--- config.mk ---
export PLATFORM = sky130hd
export DESIGN_NAME = event_stream_decoder_unit
export DESIGN_NICKNAME = d
export VERILOG_FILES = /design/src/hdl/esd_pkg.sv /design/src/hdl/esd_parser.sv /design/src/hdl/event_stream_decoder_unit.sv
export SDC_FILE = /design/constraint.sdc
export NUM_CORES = 1
export LEC_CHECK = 0
export BUFFER_PORTS_ARGS = -buffer_cell sky130_fd_sc_hd__buf_2
export CORE_MARGIN = 1
export CORE_UTILIZATION = 60
export DETAILED_ROUTE_END_ITERATION = 6
export PLACE_DENSITY_LB_ADDON = 0.12
export SYNTH_ARGS = -nofsm -noshare
export SYNTH_HDL_FRONTEND = slang
export SYNTH_SLANG_ARGS = --single-unit
--- constraint.sdc ---
create_clock -name clk -period 8.45 [get_ports clk]
set_input_delay 1.2675 -clock clk [delete_from_list [all_inputs] [get_ports clk]]
set_output_delay 1.2675 -clock clk [all_outputs]
set_load 0.01 [all_outputs]
--- src/hdl/esd_pkg.sv ---
// Types and constants shared by the event stream decoder modules.
`default_nettype none

package esd_pkg;

  typedef enum logic [1:0] {
    PH_HEADER  = 2'd0,
    PH_VARINT  = 2'd1,
    PH_PAYLOAD = 2'd2,
    PH_DISCARD = 2'd3
  } phase_t;

  localparam logic [1:0] ST_OK        = 2'd0;
  localparam logic [1:0] ST_TRUNCATED = 2'd1;
  localparam logic [1:0] ST_TOO_LONG  = 2'd2;

  localparam logic [3:0] FIRE_TYPE_RESET   = 4'd3;
  localparam logic [2:0] VARINT_MAX_BYTES  = 3'd5;
  localparam logic [1:0] PAYLOAD_LAST_BYTE = 2'd3;

  typedef struct packed {
    logic [7:0] data_byte;
    logic       end_of_buffer;
  } esd_in_t;

  typedef struct packed {
    logic [3:0]  event_type;
    logic [31:0] event_frame;
    logic [31:0] payload_word;
    logic        has_payload;
    logic [1:0]  status;
  } esd_out_t;

  typedef struct packed {
    logic     emit;
    esd_out_t res;
  } esd_result_t;

endpackage

`default_nettype wire

--- src/hdl/esd_parser.sv ---
// Byte parser: header, LEB128 delta and payload state with the result of each beat.
`default_nettype none

module esd_parser
  import esd_pkg::*;
(
  input  wire logic        clk,
  input  wire logic        rst,
  input  wire logic        take,
  input  wire esd_in_t     beat,
  input  wire logic [3:0]  fire_type_code,
  output esd_result_t      result
);

  phase_t      phase, phase_next;
  logic [3:0]  held_type, held_type_next;
  logic [31:0] delta_acc, delta_acc_next;
  logic [2:0]  vcount, vcount_next;
  logic [31:0] pay_acc, pay_acc_next;
  logic [1:0]  pcount, pcount_next;
  logic [31:0] base_frame, base_frame_next;

  logic        last;
  logic        cont;
  logic        is_fire;
  logic [2:0]  vcount_inc;
  logic [31:0] delta_or;
  logic [31:0] pay_or;
  logic [31:0] frame;
  logic [31:0] low7;
  logic [31:0] byte32;

  assign last       = beat.end_of_buffer;
  assign cont       = beat.data_byte[7];
  assign is_fire    = (held_type == fire_type_code);
  assign vcount_inc = vcount + 3'd1;
  assign low7       = {25'd0, beat.data_byte[6:0]};
  assign byte32     = {24'd0, beat.data_byte};
  assign frame      = base_frame + delta_or;

  always_comb begin
    case (vcount)
      3'd0:    delta_or = delta_acc | low7;
      3'd1:    delta_or = delta_acc | (low7 << 7);
      3'd2:    delta_or = delta_acc | (low7 << 14);
      3'd3:    delta_or = delta_acc | (low7 << 21);
      3'd4:    delta_or = delta_acc | (low7 << 28);
      default: delta_or = delta_acc;
    endcase
  end

  always_comb begin
    case (pcount)
      2'd0:    pay_or = pay_acc | byte32;
      2'd1:    pay_or = pay_acc | (byte32 << 8);
      2'd2:    pay_or = pay_acc | (byte32 << 16);
      default: pay_or = pay_acc | (byte32 << 24);
    endcase
  end

  always_comb begin
    phase_next = phase;
    if (take) begin
      unique case (phase)
        PH_HEADER: phase_next = PH_VARINT;
        PH_VARINT: begin
          if (!cont) begin
            phase_next = is_fire ? PH_PAYLOAD : PH_HEADER;
          end else if (vcount_inc >= VARINT_MAX_BYTES) begin
            phase_next = PH_DISCARD;
          end
        end
        PH_PAYLOAD: begin
          if (pcount == PAYLOAD_LAST_BYTE) begin
            phase_next = PH_HEADER;
          end
        end
        PH_DISCARD: phase_next = PH_DISCARD;
        default:    phase_next = PH_HEADER;
      endcase
      if (last) begin
        phase_next = PH_HEADER;
      end
    end
  end

  always_comb begin
    held_type_next  = held_type;
    delta_acc_next  = delta_acc;
    vcount_next     = vcount;
    pay_acc_next    = pay_acc;
    pcount_next     = pcount;
    base_frame_next = base_frame;
    result          = '0;
    result.res.event_type = held_type;
    if (take) begin
      unique case (phase)
        PH_HEADER: begin
          held_type_next = beat.data_byte[7:4];
          delta_acc_next = '0;
          vcount_next    = '0;
          pay_acc_next   = '0;
          pcount_next    = '0;
          result.res.event_type = beat.data_byte[7:4];
          if (last) begin
            result.emit       = 1'b1;
            result.res.status = ST_TRUNCATED;
          end
        end
        PH_VARINT: begin
          delta_acc_next = delta_or;
          vcount_next    = vcount_inc;
          if (!cont) begin
            if (is_fire) begin
              if (last) begin
                result.emit       = 1'b1;
                result.res.status = ST_TRUNCATED;
              end else begin
                delta_acc_next = frame;
              end
            end else begin
              base_frame_next        = frame;
              result.emit            = 1'b1;
              result.res.event_frame = frame;
              result.res.status      = ST_OK;
            end
          end else if (vcount_inc >= VARINT_MAX_BYTES) begin
            result.emit       = 1'b1;
            result.res.status = ST_TOO_LONG;
          end else if (last) begin
            result.emit       = 1'b1;
            result.res.status = ST_TRUNCATED;
          end
        end
        PH_PAYLOAD: begin
          pay_acc_next = pay_or;
          if (pcount == PAYLOAD_LAST_BYTE) begin
            base_frame_next         = delta_acc;
            pcount_next             = '0;
            result.emit             = 1'b1;
            result.res.event_frame  = delta_acc;
            result.res.payload_word = pay_or;
            result.res.has_payload  = 1'b1;
            result.res.status       = ST_OK;
          end else begin
            pcount_next = pcount + 2'd1;
            if (last) begin
              result.emit       = 1'b1;
              result.res.status = ST_TRUNCATED;
            end
          end
        end
        PH_DISCARD: begin
          result.emit = 1'b0;
        end
        default: begin
          result.emit = 1'b0;
        end
      endcase
      if (last) begin
        base_frame_next = '0;
      end
    end
  end

  always_ff @(posedge clk) begin
    if (rst) begin
      phase      <= PH_HEADER;
      held_type  <= '0;
      delta_acc  <= '0;
      vcount     <= '0;
      pay_acc    <= '0;
      pcount     <= '0;
      base_frame <= '0;
    end else begin
      phase      <= phase_next;
      held_type  <= held_type_next;
      delta_acc  <= delta_acc_next;
      vcount     <= vcount_next;
      pay_acc    <= pay_acc_next;
      pcount     <= pcount_next;
      base_frame <= base_frame_next;
    end
  end

endmodule

`default_nettype wire

--- src/hdl/event_stream_decoder_unit.sv ---
// Top level of the event stream decoder with its configuration register and output stage.
`default_nettype none

// The decoder takes one byte beat per clock cycle while item_ready is high, and parses
// packed events: a header byte whose upper nibble is the type, a LEB128 frame delta of up
// to five bytes, and for the configured fire type a four-byte little-endian payload word.
// Each finished event or detected error gives one result beat, registered into the output
// register or, while the output is stalled, into the skid register; the parse itself is a
// single pass of logic per byte. A two-entry output stage holds results, so item_ready
// comes from a register and input keeps flowing at one byte per cycle while the result
// side accepts a beat every cycle. There is no clearing pass after reset.

module event_stream_decoder_unit
  import esd_pkg::*;
(
  input  wire logic       clk,
  input  wire logic       rst,
  input  wire logic       item_valid,
  output logic            item_ready,
  input  wire esd_in_t    item,
  output logic            result_valid,
  input  wire logic       result_ready,
  output esd_out_t        result,
  input  wire logic       cfg_write_en,
  input  wire logic [3:0] cfg_write_data
);

  logic [3:0]  fire_code;
  logic        take;
  esd_result_t parsed;
  esd_out_t    skid;
  logic        skid_valid;

  assign item_ready = !skid_valid;
  assign take       = item_valid && item_ready;

  always_ff @(posedge clk) begin
    if (rst) begin
      fire_code <= FIRE_TYPE_RESET;
    end else if (cfg_write_en) begin
      fire_code <= cfg_write_data;
    end
  end

  esd_parser u_parser (
    .clk            (clk),
    .rst            (rst),
    .take           (take),
    .beat           (item),
    .fire_type_code (fire_code),
    .result         (parsed)
  );

  always_ff @(posedge clk) begin
    if (rst) begin
      result_valid <= 1'b0;
      skid_valid   <= 1'b0;
    end else if (!result_valid || result_ready) begin
      if (skid_valid) begin
        result_valid <= 1'b1;
        skid_valid   <= 1'b0;
      end else begin
        result_valid <= parsed.emit;
      end
    end else if (parsed.emit) begin
      skid_valid <= 1'b1;
    end
  end

  always_ff @(posedge clk) begin
    if (!result_valid || result_ready) begin
      if (skid_valid) begin
        result <= skid;
      end else if (parsed.emit) begin
        result <= parsed.res;
      end
    end else if (parsed.emit) begin
      skid <= parsed.res;
    end
  end

endmodule

`default_nettype wire

==> results of run 1 <==
-- Yosys cell counts (4+ instances only) --
cell type / count / area (µm²)
edfxtp_1: 142 / 4264
nor2_1: 121 / 454.2
dfxtp_1: 113 / 2262
a21oi_1: 102 / 510.5
nand2_1: 88 / 330.3
a21o_1: 85 / 638.1
clkbuf_1: 69 / 259.0
o21ai_0: 61 / 305.3
ha_1: 52 / 650.6
a22oi_1: 34 / 255.2
and3_1: 29 / 181.4
mux2i_1: 27 / 270.3
inv_1: 24 / 90.09
o211ai_1: 23 / 172.7
nor2b_1: 21 / 131.4
nand2b_1: 18 / 112.6
nand3_1: 14 / 70.07
nor3_1: 14 / 70.07
xnor2_1: 14 / 122.6
mux2_2: 13 / 146.4
o21a_1: 13 / 97.59
and2_1: 12 / 75.07
a32oi_1: 11 / 96.34
xor2_1: 11 / 96.34
a222oi_1: 9 / 90.09
a22o_1: 8 / 70.07
o21ai_1: 8 / 40.04
or3_1: 8 / 50.05
a211oi_1: 7 / 52.55
nand4_1: 6 / 37.54
nor4_1: 6 / 37.54
buf_1: 5 / 18.77
a31o_2: 4 / 35.03
buf_2: 4 / 20.02
-- state kept, by name, summed over array words and instances (netlist names) --
signal and cells:
result_valid 1, fire_code 4, u_parser.held_type 4, u_parser.delta_acc 32
skid 71, u_parser.base_frame 32, skid_valid 1, u_parser.phase 2
result 71, u_parser.vcount 3, u_parser.pay_acc 32, u_parser.pcount 2
-- worst max-delay path: stages, from the launching register on --
cell	delay [ns]
dfxtp_1	0.35
inv_1	0.13
ha_1	0.15
nor2b_1	0.69
o41a_1	0.46
a21oi_1	0.12
nor2_1	0.15
ha_1	0.34
a21oi_2	0.24
nor2_1	0.05
or3_1	0.33
nand4b_1	0.34
a2111oi_4	0.49
nor4_1	0.14
nor4_4	0.36
o211ai_1	0.11
-- routing by layer --
layer | vias to the layer above | share of wire [%] | track usage, %
li1 | 4664 | - | -
met1 | 4833 | 43 | 41.63
met2 | 416 | 47 | 49.05
met3 | 68 | 8.1 | 4.317
met4 | 0 | 2.8 | 9.639
met5 | - | 0 | 0
-- worst paths after layout --
kind	to	slack [ns]	cells after the start	startpoint
min reg2reg	u_parser.base_frame[10]	0.46	2	u_parser.base_frame[10]
min	u_parser.base_frame[10]	0.46	2	u_parser.base_frame[10]
max reg2reg	result[65]	3.71	15	u_parser.vcount[0]
max	result[65]	3.71	15	u_parser.vcount[0]
-- power by group --
| group | internal [mW] | switching (mW) |
|---|---|---|
| logic | 0.0550 | 0.121 |
| clock network | 0.714 | 0.476 |
| registers | 1.34 | 0.0119 |
| total | 2.10 | 0.610 |
-- final cells by class --
cell class,count,area (µm²)
Clock buffer,35,745.7
Sequential cell,255,6528
Timing Repair Buffer,101,533.0
Inverter,25,93.84
Multi-Input combinational cell,870,5718
Tap cell,270,337.8
Fill cell,1582,6315
Clock inverter,14,158.9
-- cell families (layout without fill, tap and decap cells) --
logic type / after synthesis / count (layout) / share of synthesized area, %
flops: 255 / 255 / 51.75
xor+xnor: 25 / 25 / 1.736
buf+inv: 105 / 175 / 3.284
fa+ha+maj: 53 / 53 / 5.318
compound gates: 404 / 404 / 21.56
mux: 40 / 40 / 3.304
simple gates: 348 / 348 / 13.05
-- per-stage QoR --
step | std cells | utilization, % | hold WS [ns] | setup WS, ns
6_report | 1570 | 69.09 | 0.4617 | 3.705
5_1_grt | 1570 | 69.09 | 0.4919 | 3.408
4_1_cts | 1570 | 69.09 | 0.4652 | 3.792
3_5_place_dp | 1521 | 64.66 | 0.4500 | 3.794
3_3_place_gp | 1521 | 64.66 | 0.4389 | 3.819
2_1_floorplan | 1230 | - | 0.4286 | 2.619
==> summary.md, run 1 <==
• 1351 — Total Nets Final
• 3 — clk buf depth
• 0.52 ns — clock insertion delay at the later pin of the skew report
• 0 — initial antenna violation count
• 1.246 ns — transition at the pin with the smallest max-transition slack
• 0.9517 — GPL Wtd Cong
• 0.06 ns — clock transition at the registers of the reported paths
• 0.01321 mm² — Placed Instance Area
• 0 — quantity of gates resized following cts
• 147.0 µm — x dimension of the die
• edfxtp_1 — Main synth FF type
• 20490 µm — HPWL after detailed placement
• 0 ns — accumulated negative setup slack
• edfxtp_1 (142), nor2_1 (119), dfxtp_1 (112), a21oi_1 (102), buf_2 (90) — most frequent cells in the layout
• 147.0 µm — height of the chip
• 192.2 mW/mm² — Pwr per Cell Area
• edfxtp_1 — most frequent standard cell in the layout excluding fill and tap cells
• 0.0001704 V — Peak VDD IR
• 9981 — DR vias
• 0 — number of buffers inserted by hold repair at cts
• 8.69 ns — Crit path required time
• 0.007528 ns — Worst Clk Skew
• 9397 — vias in the first global route
• 6.357 — post-DR vias/cell
• 0 — total gr overflow
• 1 — CTS H-Tree Depth
• 16.85% — max_slew headroom
• 27 — clock buffer count from CTS
• flop — critical path startpoint category
• 0 — max-slew violation count
• 142 — number of synthesized flops with an enable pin
• 68 — Yosys cell types
• 32460 µm — wire length reported by the detailed router
• 1301 — Syn Nets
• 2.714 mW — overall power
• 210.8 MHz — maximum achievable frequency
• 4.98 ns — data arrival time of the critical path
• clkbuf_16 — Root Buffer Master
• 13.69% — layout cell share with drive strength beyond 1
• finished, final reports clean — run status
• 11.93% — layout-stage area growth over the synthesis result
• 30.11% — Total GRT Usage
• 1230 — number of instances in the synthesized netlist
• reg -> reg — WS Path Type
• 935 — Iter 0 DRT Violations
• 10.25 µm² — synthesized area divided by synthesized cell count
• 61.73% — Initial Utilization
• 0 — number of failing hold endpoints at the final stage
• 0.02043 mm² — CORE AREA
• 0.02160 mm² — die footprint
• 255 — flops & latches, synth
• reg -> reg — path type of the worst min-delay path
• 4.745 ns — post-route minimum period
• 0 — antenna viol nets, final
• 0 — # setup viols final
• 0% — Synth async-reset ratio
• 51070 µm — wire length of the first global-routing pass
• 72 — largest net degree at the start of global routing
• 5 — first-pass iteration count of the detailed router
• 6.035 nW — leak pwr
• 9 — largest fanout on the critical path
• 0 — count of unresolved DRC violations after routing
• 90 — number of buffer cells added on primary ports
• 255 — clock sink count
• 0.01411 mm² — post-layout instance area
• 56.15% — fin crit share
• 0 — count of warnings emitted by yosys
• 0.01261 mm² — Post-Syn Area
• 91 — I/O pins
• flop — Worst setup EP type
• 52 — standard-cell rows
• 0 — number of post-CTS setup repair buffers
• done — clock tree from TritonCTS
• 0 — Max Cap Violations
• no — unrepaired setup endpoints after global routing
• 20.68 µm — average routed wire per standard cell
• 0 — diode count
• 51.75% — sequential-to-total area share from yosys stat
Power figures use the tool's default switching activity.
==> run 2, diff against run 1 <==
ABC_AREA = 1   (was default)
clock period = 4.63 ns   (was 8.45 ns; I/O delays follow)
==> run 2 against run 1 <==
  * Setup slack lost 3.2 ns
  * Register-to-register slack worse by 3.2 ns
  * Combinational power increased to 3.1 times the previous value
  * Largest cell class unchanged
  * Global-route usage is 3.5 points higher
  * Die area is 8.7% higher
  * First-iteration DRC count rose by 24%
  * Critical endpoint is now result[62]
  * Design area is 8.3% higher
  * Via count up 24%
  * Synthesized area is 8.8% higher
  * Core utilization grew 0.085 points
==> summary.md, run 2 <==
• in -> reg — path type of the worst min-delay path
• 0.0003298 V — Peak VDD IR
• nand2_1 — most frequent standard cell in the layout excluding fill and tap cells
• 0 — number of buffers inserted by hold repair at cts
• edfxtp_1 — Main synth FF type
• 0 — total gr overflow
• 1878 — final-layout fill cell count
• edfxtp_1 — cell accounting for the most synthesized area
• nand2_1 (562), inv_1 (258), nor2_1 (200) — Post-synth top cells
• 38920 µm — wire length reported by the detailed router
• 1986 — Total Nets Final
• 0 — # setup viols final
• 1840 — number of instances in the synthesized netlist
• 4.91 ns — Crit path required time
• 2215 — count of placed standard cells in the final layout, fillers left out
• 10.4% — logic gate share of total power
• 0.02209 mm² — CORE AREA
• nand2_1 (562), inv_1 (258), nor2_1 (199), edfxtp_1 (142), a21oi_1 (130) — most frequent cells in the layout
• 90 — number of buffer cells added on primary ports
• 12350 — DR vias
• 7.456 µm² — synthesized area divided by synthesized cell count
• 54 — standard-cell rows
• 0 — initial antenna violation count
• 33.56% — Total GRT Usage
• edfxtp_1 (31%), dfxtp_1 (16%), nand2_1 (15%) — cells taking the most area after synthesis
• 0% — Synth async-reset ratio
• 0 — count of unresolved DRC violations after routing
• 1.278 mW — switching power total
• 11790 — vias in the first global route
• 0 — number of failing hold endpoints at the final stage
• flop — critical path startpoint category
• 338.8 mW/mm² — Pwr per Cell Area
• 5.577 — post-DR vias/cell
• 0.006528 mm² — sequential cell area
• 142 — number of synthesized flops with an enable pin
• 8 — largest fanout on the critical path
• 255 — clock sink count
• 78 — largest net degree at the start of global routing
• 8.527% — layout cell share with drive strength beyond 1
• 24.69% — Sw Share
• 0.01470 ns — Worst Clk Skew
• 0.06 ns — clock transition at the registers of the reported paths
• 41.0% — power share of the clock group
• 0 ns — accumulated negative setup slack
• clkbuf_16 — Root Buffer Master
• reg -> reg — WS Path Type
• 0 — number of post-CTS setup repair buffers
• 5.178 mW — overall power
• 0 — count of warnings emitted by yosys
• 2167 — cell count after placement
• 47.57% — sequential-to-total area share from yosys stat
• 27320 µm — HPWL after detailed placement
• 255 — flops & latches, synth
• 17.57 µm — average routed wire per standard cell
• 0.54 ns — clock insertion delay at the later pin of the skew report
• 0 — diode count
• 62.09% — Initial Utilization
• 0.3968 ns — hold_ws
• 3.899 mW — internal power component
• 1.003 — GPL Wtd Cong
• 69.18% — final core utilization
• flop — Worst setup EP type
• 0 — max-slew violation count
• 5 — first-pass iteration count of the detailed router
• 6.865 nW — leak pwr
• 3 — clk buf depth
• 153.2 µm — x dimension of the die
• 0 — Max Cap Violations
• 0.01372 mm² — Post-Syn Area
• 1159 — Iter 0 DRT Violations
• 4.38 ns — data arrival time of the critical path
• 48.6% — sequential share of power
• 0.02347 mm² — die footprint
• 0.005937 mm² — area used by multi-input combinational logic
• 11.41% — layout-stage area growth over the synthesis result
• 91 — I/O pins
• 244.0 MHz — maximum achievable frequency
• 38 — Yosys cell types
• 26 — clock buffer count from CTS
• done — clock tree from TritonCTS
• 0 — antenna viol nets, final
• finished, final reports clean — run status
• 4.099 ns — post-route minimum period
• 0 — quantity of gates resized following cts
• nand2_1 — most frequent cell after synthesis
• 1911 — Syn Nets
• 31.08% — post-synth top area share
• no — unrepaired setup endpoints after global routing
• 1 — CTS H-Tree Depth
• 88.53% — fin crit share
• result x71, skid x71 — Largest regs
• 153.2 µm — height of the chip
• 1.120 ns — transition at the pin with the smallest max-transition slack
• 25.18% — max_slew headroom
• 62110 µm — wire length of the first global-routing pass
## run 2: cell count changes after synthesis, moves of 23 or more
cell      change
nand2_1     +474
o21ai_0      +51
a21oi_1      +28
mux2i_1      -27
a21o_1       -83
a22oi_1      -34
nor2_1       +79
and3_1       -28
inv_1       +234
clkbuf_1     -23
nand3_1      +87
## run 2: metrics by stage
step	area (µm²)	worst slack (ns)
floorplan	13720	0.9990
global placement	14420	0.5542
detailed placement	14420	0.5800
CTS	15280	0.5443
global route	15280	0.1539
finish	15280	0.5309
## run 2: final cells by class
cell class	count	area share (%)
multi-input cells	1255	38.85
clock inverters	9	0.7941
repair buffers	111	3.979
clock buffers	39	4.847
well taps	280	2.292
flip-flops and latches	255	42.71
inverters	266	6.533
## run 2: power by group through the flow
| stage | Combinational [mW] | Sequential [mW] | Clock [mW] |
|---|---|---|---|
| after detailed placement | 0.529 | 2.56 | 0 |
| final | 0.540 | 2.52 | 2.12 |
| after global routing | 0.590 | 2.52 | 2.22 |
| after global placement | 0.521 | 2.56 | 0 |
| after CTS | 0.534 | 2.52 | 2.14 |
| after floorplan | 0.312 | 2.59 | 0 |
## run 2: final timing paths
kind                             start              endpoint  slack (ns)  depth (start not counted)
setup / recovery    u_parser.vcount[0]            result[62]        0.53                         21
hold / removal       cfg_write_data[3]          fire_code[3]        0.40                          3
setup reg to reg    u_parser.vcount[0]            result[62]        0.53                         21
hold reg to reg   u_parser.pay_acc[27]  u_parser.pay_acc[27]        0.46                          2
## run 2: layer usage
metal	vias up	GRT usage [%]	wire length, µm
met1	5730	45.11	16800
met2	487	55.90	18020
met3	87	4.083	2796
met5	-	0	0
li1	6048	-	-
met4	0	12.07	1294
## run 2: kinds of logic (layout without fill, tap and decap cells)
| kind of cell | Yosys count | count (layout) | share of synthesized area (%) |
|---|---|---|---|
| flops | 255 | 255 | 47.57 |
| fa+ha+maj | 53 | 53 | 4.889 |
| simple gates | 902 | 902 | 26.27 |
| compound gates | 285 | 285 | 11.05 |
| buf+inv | 330 | 425 | 9.258 |
| xor+xnor | 15 | 15 | 0.9577 |
## run 2: critical path, cell delays in order (launching register included)
cell and delay [ns]:
dfxtp_1 0.41, inv_1 0.10, ha_1 0.22, o21ai_0 0.20, nand2_1 0.07, nand2_1 0.26, nand2_1 0.29, nand2_1 0.14
o21ai_0 0.19, ha_1 0.47, nand2_1 0.13, inv_1 0.09, nand2_1 0.07, nor3_1 0.34, and2_1 0.19, nand2_1 0.15
nand2_1 0.13, nand2_1 0.06, nand3_1 0.06, o21ai_0 0.10, nand2_1 0.09, nand2_1 0.07
